File: src/hdl/assert_macros.svh
// Assertion macros for the RTL of the ellipse rasterizer.
// No dependencies; include by bare file name.
`ifndef ASSERT_MACROS_SVH
`define ASSERT_MACROS_SVH

// Plain property, checked at every rising edge outside reset.
`define MER_ASSERT(lbl, clk, rst_n, prop) \
  lbl: assert property (@(posedge clk) disable iff (!rst_n) (prop)) \
    else $error("assertion failed");

// Same-cycle implication.
`define MER_ASSERT_IMPLY(lbl, clk, rst_n, pre, post) \
  lbl: assert property (@(posedge clk) disable iff (!rst_n) (pre) |-> (post)) \
    else $error("implication failed");

// Next-cycle implication.
`define MER_ASSERT_NEXT(lbl, clk, rst_n, pre, post) \
  lbl: assert property (@(posedge clk) disable iff (!rst_n) (pre) |=> (post)) \
    else $error("next-cycle implication failed");

`endif

File: src/hdl/mer_pkg.sv
// Package for the midpoint ellipse rasterizer: opcode, region and
// sequencer state types. No dependencies.
package mer_pkg;

  // Input word opcode
  typedef enum logic [0:0] {
    OP_LOAD = 1'b0,
    OP_STEP = 1'b1
  } opcode_e;

  // Ellipse progress
  typedef enum logic [1:0] {
    REG_IDLE  = 2'd0,  // nothing loaded or ellipse done
    REG_FIRST = 2'd1,  // first point (0,b) pending
    REG_ONE   = 2'd2,  // region one
    REG_TWO   = 2'd3   // region two
  } region_e;

  // Sequencer states around the shared multiplier
  typedef enum logic [3:0] {
    ST_IDLE,
    ST_LD_A,    // a*a
    ST_LD_B,    // b*b
    ST_LD_END,  // store b*b
    ST_MUL1,    // a2*b or b2*(x+1)
    ST_MUL2,    // a2*y
    ST_CMP,     // region one exit test
    ST_FIRST,   // emit first point
    ST_UPD2,    // region one step
    ST_T0,      // t*t, t = 2x+1
    ST_T1,      // b2*t*t
    ST_T2,      // (y-1)*(y-1)
    ST_T3,      // a2*(y-1)^2
    ST_T4,      // a2*b2
    ST_T5,      // region two start value
    ST_UPD3     // region two step
  } state_e;

endpackage

File: src/hdl/midpoint_ellipse_rasterizer_top.sv
// Top level of the midpoint ellipse rasterizer: load, sequencer, shared
// multiplier and output register. Depends on mer_pkg and assert_macros.svh.

// A load word (opcode 0) takes two corners, derives center and semi-axes and
// returns nothing; it occupies the block while a*a and b*b go through the
// shared multiplier. Each step word (opcode 1) returns one word with the four
// mirrored points of the next ellipse point, starting at (0,b); final_step
// marks the point at y offset 0, after which steps return nothing until the
// next load. All products go through one registered COORD_BITS-derived
// multiplier, one product per cycle. The first point passes through MUL1 and
// FIRST, a step inside either region through MUL1, MUL2, CMP and UPD2 or UPD3,
// and the step that crosses from region one to region two through MUL1, MUL2,
// CMP, T0 to T5 and UPD3. A result waiting on a stalled output holds the
// sequencer in its final state.
`include "assert_macros.svh"

module midpoint_ellipse_rasterizer_top #(
  parameter int unsigned COORD_BITS = 12
) (
  input  logic                  clk_i,
  input  logic                  rst_ni,
  // input channel
  input  logic                  in_valid_i,
  output logic                  in_stall_o,
  input  logic                  opcode_i,
  input  logic [COORD_BITS-1:0] start_x_i,
  input  logic [COORD_BITS-1:0] start_y_i,
  input  logic [COORD_BITS-1:0] end_x_i,
  input  logic [COORD_BITS-1:0] end_y_i,
  // output channel
  output logic                  out_valid_o,
  input  logic                  out_stall_i,
  output logic [COORD_BITS-1:0] q0_x_o,
  output logic [COORD_BITS-1:0] q0_y_o,
  output logic [COORD_BITS-1:0] q1_x_o,
  output logic [COORD_BITS-1:0] q1_y_o,
  output logic [COORD_BITS-1:0] q2_x_o,
  output logic [COORD_BITS-1:0] q2_y_o,
  output logic [COORD_BITS-1:0] q3_x_o,
  output logic [COORD_BITS-1:0] q3_y_o,
  output logic                  final_step_o
);

  localparam int unsigned SemiBits = COORD_BITS - 1;
  localparam int unsigned SqBits   = 2 * SemiBits;
  localparam int unsigned MulBits  = 2 * COORD_BITS + 2;
  localparam int unsigned ProdBits = 2 * MulBits;
  localparam int unsigned DecBits  = 4 * COORD_BITS;

  // ---------------------------------------------------------------
  // Registers
  // ---------------------------------------------------------------
  mer_pkg::state_e  state_q, state_d;
  mer_pkg::region_e region_q, region_d;

  logic [COORD_BITS-1:0] offset_x_q, offset_x_d;
  logic [COORD_BITS-1:0] offset_y_q, offset_y_d;
  logic [COORD_BITS-1:0] center_x_q, center_x_d;
  logic [COORD_BITS-1:0] center_y_q, center_y_d;
  logic [SemiBits-1:0]   semi_a_q, semi_a_d;
  logic [SemiBits-1:0]   semi_b_q, semi_b_d;
  logic [SqBits-1:0]     a2_q, a2_d;
  logic [SqBits-1:0]     b2_q, b2_d;
  logic [DecBits-1:0]    decision_q, decision_d;
  logic [DecBits-1:0]    prod_q, prod_d;
  logic [DecBits-1:0]    p1_q, p1_d;     // b2*(x+1)
  logic [DecBits-1:0]    qa_q, qa_d;     // a2*y
  logic [DecBits-1:0]    acc_q, acc_d;
  logic                  stay_q, stay_d; // region one continues

  logic                  out_valid_q, out_valid_d;
  logic [COORD_BITS-1:0] q0_x_q, q0_x_d, q0_y_q, q0_y_d;
  logic [COORD_BITS-1:0] q1_x_q, q1_x_d, q1_y_q, q1_y_d;
  logic [COORD_BITS-1:0] q2_x_q, q2_x_d, q2_y_q, q2_y_d;
  logic [COORD_BITS-1:0] q3_x_q, q3_x_d, q3_y_q, q3_y_d;
  logic                  final_q, final_d;

  // ---------------------------------------------------------------
  // Handshake
  // ---------------------------------------------------------------
  logic in_fire;
  logic is_load;
  logic emit_ok;

  assign in_stall_o = (state_q != mer_pkg::ST_IDLE);
  assign in_fire    = in_valid_i && !in_stall_o;
  assign is_load    = (mer_pkg::opcode_e'(opcode_i) == mer_pkg::OP_LOAD);
  assign emit_ok    = !out_valid_q || !out_stall_i;

  // ---------------------------------------------------------------
  // Corner to center / semi-axis, half difference truncated to zero
  // ---------------------------------------------------------------
  logic signed [COORD_BITS:0] diff_x, diff_y, half_x, half_y, mag_x, mag_y;

  always_comb begin
    diff_x = $signed({1'b0, end_x_i}) - $signed({1'b0, start_x_i});
    diff_y = $signed({1'b0, end_y_i}) - $signed({1'b0, start_y_i});
    half_x = (diff_x + $signed({{COORD_BITS{1'b0}}, diff_x[COORD_BITS]})) >>> 1;
    half_y = (diff_y + $signed({{COORD_BITS{1'b0}}, diff_y[COORD_BITS]})) >>> 1;
    mag_x  = half_x[COORD_BITS] ? -half_x : half_x;
    mag_y  = half_y[COORD_BITS] ? -half_y : half_y;
  end

  // ---------------------------------------------------------------
  // Shared multiplier operand select
  // ---------------------------------------------------------------
  logic [MulBits-1:0]    mul_a, mul_b;
  logic [ProdBits-1:0]   mul_full;
  logic                  mul_en;
  logic [COORD_BITS:0]   x_inc;   // x+1
  logic [COORD_BITS:0]   t_odd;   // 2x+1
  logic [COORD_BITS-1:0] y_dec;   // y-1

  assign x_inc = {1'b0, offset_x_q} + {{COORD_BITS{1'b0}}, 1'b1};
  assign t_odd = {offset_x_q, 1'b1};
  assign y_dec = offset_y_q - {{(COORD_BITS-1){1'b0}}, 1'b1};

  always_comb begin
    mul_en = 1'b1;
    mul_a  = '0;
    mul_b  = '0;
    unique case (state_q)
      mer_pkg::ST_LD_A: begin
        mul_a = MulBits'(semi_a_q);
        mul_b = MulBits'(semi_a_q);
      end
      mer_pkg::ST_LD_B: begin
        mul_a = MulBits'(semi_b_q);
        mul_b = MulBits'(semi_b_q);
      end
      mer_pkg::ST_MUL1: begin
        if (region_q == mer_pkg::REG_FIRST) begin
          mul_a = MulBits'(a2_q);
          mul_b = MulBits'(semi_b_q);
        end else begin
          mul_a = MulBits'(b2_q);
          mul_b = MulBits'(x_inc);
        end
      end
      mer_pkg::ST_MUL2: begin
        mul_a = MulBits'(a2_q);
        mul_b = MulBits'(offset_y_q);
      end
      mer_pkg::ST_T0: begin
        mul_a = MulBits'(t_odd);
        mul_b = MulBits'(t_odd);
      end
      mer_pkg::ST_T1: begin
        mul_a = MulBits'(b2_q);
        mul_b = prod_q[MulBits-1:0];
      end
      mer_pkg::ST_T2: begin
        mul_a = MulBits'(y_dec);
        mul_b = MulBits'(y_dec);
      end
      mer_pkg::ST_T3: begin
        mul_a = MulBits'(a2_q);
        mul_b = prod_q[MulBits-1:0];
      end
      mer_pkg::ST_T4: begin
        mul_a = MulBits'(a2_q);
        mul_b = MulBits'(b2_q);
      end
      default: mul_en = 1'b0;
    endcase
  end

  assign mul_full = mul_a * mul_b;
  assign prod_d   = mul_en ? mul_full[DecBits-1:0] : prod_q;

  // ---------------------------------------------------------------
  // Next state
  // ---------------------------------------------------------------
  always_comb begin
    state_d = state_q;
    unique case (state_q)
      mer_pkg::ST_IDLE: begin
        if (in_fire) begin
          if (is_load) begin
            state_d = mer_pkg::ST_LD_A;
          end else if (region_q != mer_pkg::REG_IDLE) begin
            state_d = mer_pkg::ST_MUL1;
          end
        end
      end
      mer_pkg::ST_LD_A:   state_d = mer_pkg::ST_LD_B;
      mer_pkg::ST_LD_B:   state_d = mer_pkg::ST_LD_END;
      mer_pkg::ST_LD_END: state_d = mer_pkg::ST_IDLE;
      mer_pkg::ST_MUL1: begin
        state_d = (region_q == mer_pkg::REG_FIRST) ? mer_pkg::ST_FIRST
                                                   : mer_pkg::ST_MUL2;
      end
      mer_pkg::ST_MUL2: state_d = mer_pkg::ST_CMP;
      mer_pkg::ST_CMP: begin
        if (stay_d) begin
          state_d = mer_pkg::ST_UPD2;
        end else if (region_q == mer_pkg::REG_ONE) begin
          state_d = mer_pkg::ST_T0;
        end else begin
          state_d = mer_pkg::ST_UPD3;
        end
      end
      mer_pkg::ST_T0: state_d = mer_pkg::ST_T1;
      mer_pkg::ST_T1: state_d = mer_pkg::ST_T2;
      mer_pkg::ST_T2: state_d = mer_pkg::ST_T3;
      mer_pkg::ST_T3: state_d = mer_pkg::ST_T4;
      mer_pkg::ST_T4: state_d = mer_pkg::ST_T5;
      mer_pkg::ST_T5: state_d = mer_pkg::ST_UPD3;
      mer_pkg::ST_FIRST, mer_pkg::ST_UPD2, mer_pkg::ST_UPD3: begin
        if (emit_ok) state_d = mer_pkg::ST_IDLE;
      end
      default: state_d = mer_pkg::ST_IDLE;
    endcase
  end

  // ---------------------------------------------------------------
  // Datapath and result words
  // ---------------------------------------------------------------
  logic [DecBits-1:0] a2_w, b2_w, p1_x8, qa_x8, a2_x8, a2_x12;
  logic [DecBits-1:0] cmp_lhs, cmp_rhs;
  logic               dec_nonpos;
  logic               emit;

  assign a2_w       = DecBits'(a2_q);
  assign b2_w       = DecBits'(b2_q);
  assign p1_x8      = p1_q << 3;
  assign qa_x8      = qa_q << 3;
  assign a2_x8      = a2_w << 3;
  assign a2_x12     = (a2_w << 3) + (a2_w << 2);
  assign cmp_lhs    = p1_q << 1;
  assign cmp_rhs    = (prod_q << 1) - a2_w;
  assign dec_nonpos = (decision_q == '0) || decision_q[DecBits-1];

  always_comb begin
    region_d    = region_q;
    offset_x_d  = offset_x_q;
    offset_y_d  = offset_y_q;
    center_x_d  = center_x_q;
    center_y_d  = center_y_q;
    semi_a_d    = semi_a_q;
    semi_b_d    = semi_b_q;
    a2_d        = a2_q;
    b2_d        = b2_q;
    decision_d  = decision_q;
    p1_d        = p1_q;
    qa_d        = qa_q;
    acc_d       = acc_q;
    stay_d      = stay_q;
    emit        = 1'b0;

    unique case (state_q)
      mer_pkg::ST_IDLE: begin
        if (in_fire && is_load) begin
          center_x_d = start_x_i + half_x[COORD_BITS-1:0];
          center_y_d = start_y_i + half_y[COORD_BITS-1:0];
          semi_a_d   = mag_x[SemiBits-1:0];
          semi_b_d   = mag_y[SemiBits-1:0];
          offset_x_d = '0;
          offset_y_d = COORD_BITS'(mag_y[SemiBits-1:0]);
          decision_d = '0;
          region_d   = mer_pkg::REG_FIRST;
        end
      end
      mer_pkg::ST_LD_B:   a2_d = prod_q[SqBits-1:0];
      mer_pkg::ST_LD_END: b2_d = prod_q[SqBits-1:0];
      mer_pkg::ST_MUL2:   p1_d = prod_q;
      mer_pkg::ST_CMP: begin
        qa_d   = prod_q;
        stay_d = (region_q == mer_pkg::REG_ONE) && (cmp_lhs < cmp_rhs);
      end
      mer_pkg::ST_T2: acc_d = prod_q;
      mer_pkg::ST_T4: acc_d = acc_q + (prod_q << 2);
      mer_pkg::ST_T5: begin
        decision_d = acc_q - (prod_q << 2);
        region_d   = mer_pkg::REG_TWO;
      end
      mer_pkg::ST_FIRST: begin
        if (emit_ok) begin
          emit       = 1'b1;
          decision_d = (b2_w << 2) - (prod_q << 2) + a2_w;
          region_d   = mer_pkg::REG_ONE;
        end
      end
      mer_pkg::ST_UPD2: begin
        if (emit_ok) begin
          emit       = 1'b1;
          offset_x_d = offset_x_q + {{(COORD_BITS-1){1'b0}}, 1'b1};
          if (dec_nonpos) begin
            decision_d = decision_q + p1_x8 + (b2_w << 2);
          end else begin
            decision_d = decision_q + p1_x8 + (b2_w << 2) + a2_x8 - qa_x8;
            offset_y_d = y_dec;
          end
        end
      end
      mer_pkg::ST_UPD3: begin
        if (emit_ok) begin
          emit       = 1'b1;
          offset_y_d = y_dec;
          if (dec_nonpos) begin
            decision_d = decision_q + p1_x8 + a2_x12 - qa_x8;
            offset_x_d = offset_x_q + {{(COORD_BITS-1){1'b0}}, 1'b1};
          end else begin
            decision_d = decision_q + a2_x12 - qa_x8;
          end
        end
      end
      default: ;
    endcase

    // last point ends the ellipse
    if (emit && (offset_y_d == '0)) region_d = mer_pkg::REG_IDLE;
  end

  // result word built from the updated offsets
  always_comb begin
    q0_x_d = q0_x_q;
    q0_y_d = q0_y_q;
    q1_x_d = q1_x_q;
    q1_y_d = q1_y_q;
    q2_x_d = q2_x_q;
    q2_y_d = q2_y_q;
    q3_x_d = q3_x_q;
    q3_y_d = q3_y_q;
    final_d = final_q;
    out_valid_d = out_valid_q && out_stall_i;
    if (emit) begin
      out_valid_d = 1'b1;
      q0_x_d  = center_x_q + offset_x_d;
      q0_y_d  = center_y_q + offset_y_d;
      q1_x_d  = center_x_q + offset_x_d;
      q1_y_d  = center_y_q - offset_y_d;
      q2_x_d  = center_x_q - offset_x_d;
      q2_y_d  = center_y_q + offset_y_d;
      q3_x_d  = center_x_q - offset_x_d;
      q3_y_d  = center_y_q - offset_y_d;
      final_d = (offset_y_d == '0);
    end
  end

  // control state
  always_ff @(posedge clk_i or negedge rst_ni) begin
    if (!rst_ni) begin
      state_q     <= mer_pkg::ST_IDLE;
      region_q    <= mer_pkg::REG_IDLE;
      out_valid_q <= 1'b0;
      offset_x_q  <= '0;
      offset_y_q  <= '0;
      center_x_q  <= '0;
      center_y_q  <= '0;
      semi_a_q    <= '0;
      semi_b_q    <= '0;
      decision_q  <= '0;
    end else begin
      state_q     <= state_d;
      region_q    <= region_d;
      out_valid_q <= out_valid_d;
      offset_x_q  <= offset_x_d;
      offset_y_q  <= offset_y_d;
      center_x_q  <= center_x_d;
      center_y_q  <= center_y_d;
      semi_a_q    <= semi_a_d;
      semi_b_q    <= semi_b_d;
      decision_q  <= decision_d;
    end
  end

  // working and payload registers
  always_ff @(posedge clk_i) begin
    a2_q    <= a2_d;
    b2_q    <= b2_d;
    prod_q  <= prod_d;
    p1_q    <= p1_d;
    qa_q    <= qa_d;
    acc_q   <= acc_d;
    stay_q  <= stay_d;
    q0_x_q  <= q0_x_d;
    q0_y_q  <= q0_y_d;
    q1_x_q  <= q1_x_d;
    q1_y_q  <= q1_y_d;
    q2_x_q  <= q2_x_d;
    q2_y_q  <= q2_y_d;
    q3_x_q  <= q3_x_d;
    q3_y_q  <= q3_y_d;
    final_q <= final_d;
  end

  assign out_valid_o  = out_valid_q;
  assign q0_x_o       = q0_x_q;
  assign q0_y_o       = q0_y_q;
  assign q1_x_o       = q1_x_q;
  assign q1_y_o       = q1_y_q;
  assign q2_x_o       = q2_x_q;
  assign q2_y_o       = q2_y_q;
  assign q3_x_o       = q3_x_q;
  assign q3_y_o       = q3_y_q;
  assign final_step_o = final_q;

  // ---------------------------------------------------------------
  // Assertions
  // ---------------------------------------------------------------
  logic in_region;
  logic at_restart;

  assign in_region  = (region_q == mer_pkg::REG_ONE) || (region_q == mer_pkg::REG_TWO);
  assign at_restart = (region_q == mer_pkg::REG_FIRST) && (offset_x_q == '0);

  // a final point lies on the horizontal axis: both y mirrors coincide
  `MER_ASSERT_IMPLY(a_final_on_axis, clk_i, rst_ni, out_valid_o && final_step_o, q0_y_o == q1_y_o)
  // inside either region the y offset never reaches zero
  `MER_ASSERT(a_region_y_nonzero, clk_i, rst_ni, !in_region || (offset_y_q != '0))
  // a load restarts at the first point with x offset zero
  `MER_ASSERT_NEXT(a_load_restart, clk_i, rst_ni, in_fire && is_load, at_restart)

endmodule

File: config.mk
export PLATFORM = sky130hd
export DESIGN_NAME = midpoint_ellipse_rasterizer_top
export DESIGN_NICKNAME = d
export VERILOG_FILES = /design/src/hdl/mer_pkg.sv /design/src/hdl/midpoint_ellipse_rasterizer_top.sv
export VERILOG_INCLUDE_DIRS = /design/src /design/src/hdl
export SDC_FILE = /design/constraint.sdc
export NUM_CORES = 2
export LEC_CHECK = 0
export BUFFER_PORTS_ARGS = -buffer_cell sky130_fd_sc_hd__buf_4
export CAP_MARGIN = 20
export CORE_MARGIN = 5
export CORE_UTILIZATION = 38
export CTS_BUF_LIST = sky130_fd_sc_hd__clkbuf_4 sky130_fd_sc_hd__clkbuf_8 sky130_fd_sc_hd__clkbuf_16
export CTS_CLUSTER_SIZE = 25
export DETAILED_ROUTE_END_ITERATION = 10
export GPL_ROUTABILITY_DRIVEN = 0
export SLEW_MARGIN = 0
export SYNTH_ARGS = -nofsm -noshare
export SYNTH_HDL_FRONTEND = slang
export SYNTH_SLANG_ARGS = --single-unit
File: constraint.sdc
create_clock -name clk_i -period 30.1 [get_ports clk_i]
set_input_delay 7.525 -clock clk_i [delete_from_list [all_inputs] [get_ports clk_i]]
set_output_delay 7.525 -clock clk_i [all_outputs]
set_load 0.005 [all_outputs]
==> flow_summary.json <==
{
  "achievable-frequency_mhz": 73.75,
  "pin_count_of_the_biggest_net_entering_global_routing": 89,
  "initial_core_util_pct": 38.28,
  "layout.cells.non_filler": 9815,
  "antenna_found_initial": 7,
  "crit_path_max_fanout": 6,
  "synthesis.nets": 8953,
  "grtUsageTotal_pct": 24.41,
  "floorplan.rows": 150,
  "grt.overflow.total": 0,
  "clk_latency_ns": 0.66,
  "yosys_register_bits": 404,
  "critical_path_s_most_frequent_cell": "nor2_1",
  "fp.dieArea_sq_um": 177000,
  "final_hold_viol_count": 0,
  "finalCritPeriodShare_pct": 45.05,
  "rr_worst_depth": 38,
  "slowest_delay_ns": 0.51,
  "wp_data_required_ns": 30.47,
  "cts.repair_timing.setup_buffer_count": 0,
  "drt_pre_antenna_iters": 9,
  "synthesized_instance_count": 7564,
  "postCtsResizedCells": 0,
  "worst-slew-pin-transition_ns": 1.206,
  "flow.area_growth_from_synthesis_pct": 8.424,
  "ctsRootBufferMaster": "clkbuf_16",
  "setup-tns-final_ns": 0,
  "yosysUniqueCellTypes": 104,
  "post_cts_hold_buffer_count": 0,
  "drv_cap": 0,
  "cts-buffers-inserted": 49,
  "grt_first_pass_wirelength_microns": 335400,
  "clkSlewWorstSetupHoldPaths_ns": 0.06,
  "reg2reg_from": "offset_y_q[0]",
  "via_count": 56360,
  "ctsHtreeMaxLevel": 2,
  "cp_data_arrival_time_ns": 13.93,
  "setup-violations-final": 0,
  "layout_commonest_cell": "inv_1",
  "layout_common_cells": "inv_1, ha_1, nand2_1",
  "synth-edff-count": 279,
  "syn_avg_cell_area_sq_um": 8.473,
  "drt-total-wl_microns": 219800,
  "synth_ff_type": "edfxtp_1",
  "drc": 0,
  "vias_per_cell": 5.742,
  "cts_tree": "built",
  "design.final.nets": 8959,
  "die_width_microns": 420.7,
  "tritoncts_num_sinks": 404,
  "number_of_drc_markers_after_the_initial_detailed_route_iteration": 5865,
  "vias_in_the_first_global_route": 55950,
  "yosysWarningCount": 0,
  "timing.slew.headroom_pct": 18.84,
  "chipHeight_microns": 420.7,
  "slowest_stage": "nor3_1",
  "layout-drive-gt1-share_pct": 6.083,
  "mappedNetlistArea_sq_um": 64090,
  "worstSetupEndpointType": "register",
  "setup_skew_after_layout_ns": 0.05184,
  "startpoint_of_the_worst_setup_timing_path": "end_y_i[0]",
  "count_of_boundary_i_o_pins": 152,
  "critical_path_class": "primary input to register",
  "period_minus_slack_ns": 13.56,
  "placedCellCount": 9722,
  "setup.worst_path.start_class": "primary input",
  "report.final.slew_viol_count": 0,
  "antenna_cells_inserted": 0,
  "synth-async-reset-ratio_pct": 30.94,
  "postRouteAntennaNets": 0,
  "outcome": "completed",
  "core_area_sq_um": 167400,
  "worstHoldPathType": "register to register",
  "rsz_0062_raised_after_global_routing": "false",
  "regToRegEndpoint": "prod_q[41]",
  "worst_setup_path_endpoint": "q2_y_o[11]",
  "seq_area_frac_synth_pct": 17.95,
  "setup.reg_to_reg.worst_slack_ns": 18.65,
  "holdCritStartpoint": "center_y_q[11]",
  "buffers_added_on_ports": 151,
  "dp.final_hpwl_microns": 177200,
  "routedWlPerCell_microns": 22.39,
  "ctsLongestPathBuffers": 3
}
routing by layer:
layer	part of all wire, %	GRT usage (%)	up-vias
li1	-	-	25660
met2	43	37.71	2628
met1	43	34.78	27660
met5	0	0	-
met3	9.9	4.166	418
met4	3.6	7.789	0
metrics by stage:
| step | util, % | instance area (sq um) | hold WS, ns | setup slack (ns) |
|---|---|---|---|---|
| 3_3_place_gp | 40.40 | 67640 | 0.4977 | 16.20 |
| 6_report | 41.51 | 69490 | 0.5227 | 16.54 |
| 2_1_floorplan | - | 64090 | 0.4488 | 17.21 |
| 4_1_cts | 41.50 | 69470 | 0.5175 | 16.69 |
| 3_5_place_dp | 40.40 | 67640 | 0.5050 | 16.09 |
| 5_1_grt | 41.51 | 69490 | 0.5411 | 16.10 |
cell families (layout without fill, tap and decap cells):
logic type | after synthesis | in the layout | share of synthesized area, %
DFF | 404 | 404 | 17.95
xor gates and xnor gates | 555 | 555 | 7.620
AOI/OAI and AO/OA | 1783 | 1783 | 18.22
buffers and inverters | 1423 | 1470 | 8.654
and+or+nand+nor | 2055 | 2055 | 14.56
muxes | 8 | 8 | 0.1288
adders and majority gates | 1336 | 1336 | 32.86
cell usage after synthesis, types with 167 or more instances:
| library cell | instances | share of area (%) |
|---|---|---|
| o21ai_0 | 363 | 2.8 |
| inv_1 | 1107 | 6.5 |
| ha_1 | 757 | 15 |
| a21oi_1 | 474 | 3.7 |
| edfxtp_1 | 279 | 13 |
| nor2_1 | 622 | 3.6 |
| a21o_1 | 207 | 2.4 |
| clkbuf_1 | 241 | 1.4 |
| xor2_1 | 167 | 2.3 |
| nand2_1 | 742 | 4.3 |
| fa_1 | 579 | 18 |
| xnor2_1 | 385 | 5.3 |
layout make-up:
type	instances	area (sq um)
Multi-Input combinational cell	5737	47200
Sequential cell	404	11510
Clock buffer	55	1284
Tap cell	2204	2758
Timing Repair Buffer	268	2028
Inverter	1110	4167
Clock inverter	37	545.5
Fill cell	16670	97920
worst max-delay path, delay by kind of cell:
family | cells | cell delay (ns)
simple gates | 12 | 2.27
compound gates | 12 | 2.03
fa+ha+maj | 4 | 1.18
buf+inv | 5 | 0.51
xor+xnor | 2 | 0.42
worst min path at each step:
stage                           endpoint  cells after the start  slack [ns]
after floorplan             semi_a_q[10]                      2        0.45
after global placement    center_y_q[11]                      2        0.50
after detailed placement  center_y_q[11]                      2        0.50
after CTS                 center_y_q[11]                      2        0.52
after global routing         semi_b_q[2]                      1        0.54
final                     center_y_q[11]                      2        0.52
flip-flops by register name, summed over array words and instances (netlist names), 22 cells and up:
name / cells
a2_q: 22
acc_q: 48
b2_q: 22
decision_q: 48
p1_q: 47
prod_q: 48
qa_q: 45
Power is not shown: default switching activity piles up to over one toggle a cycle in this logic, so the estimate is an artifact.
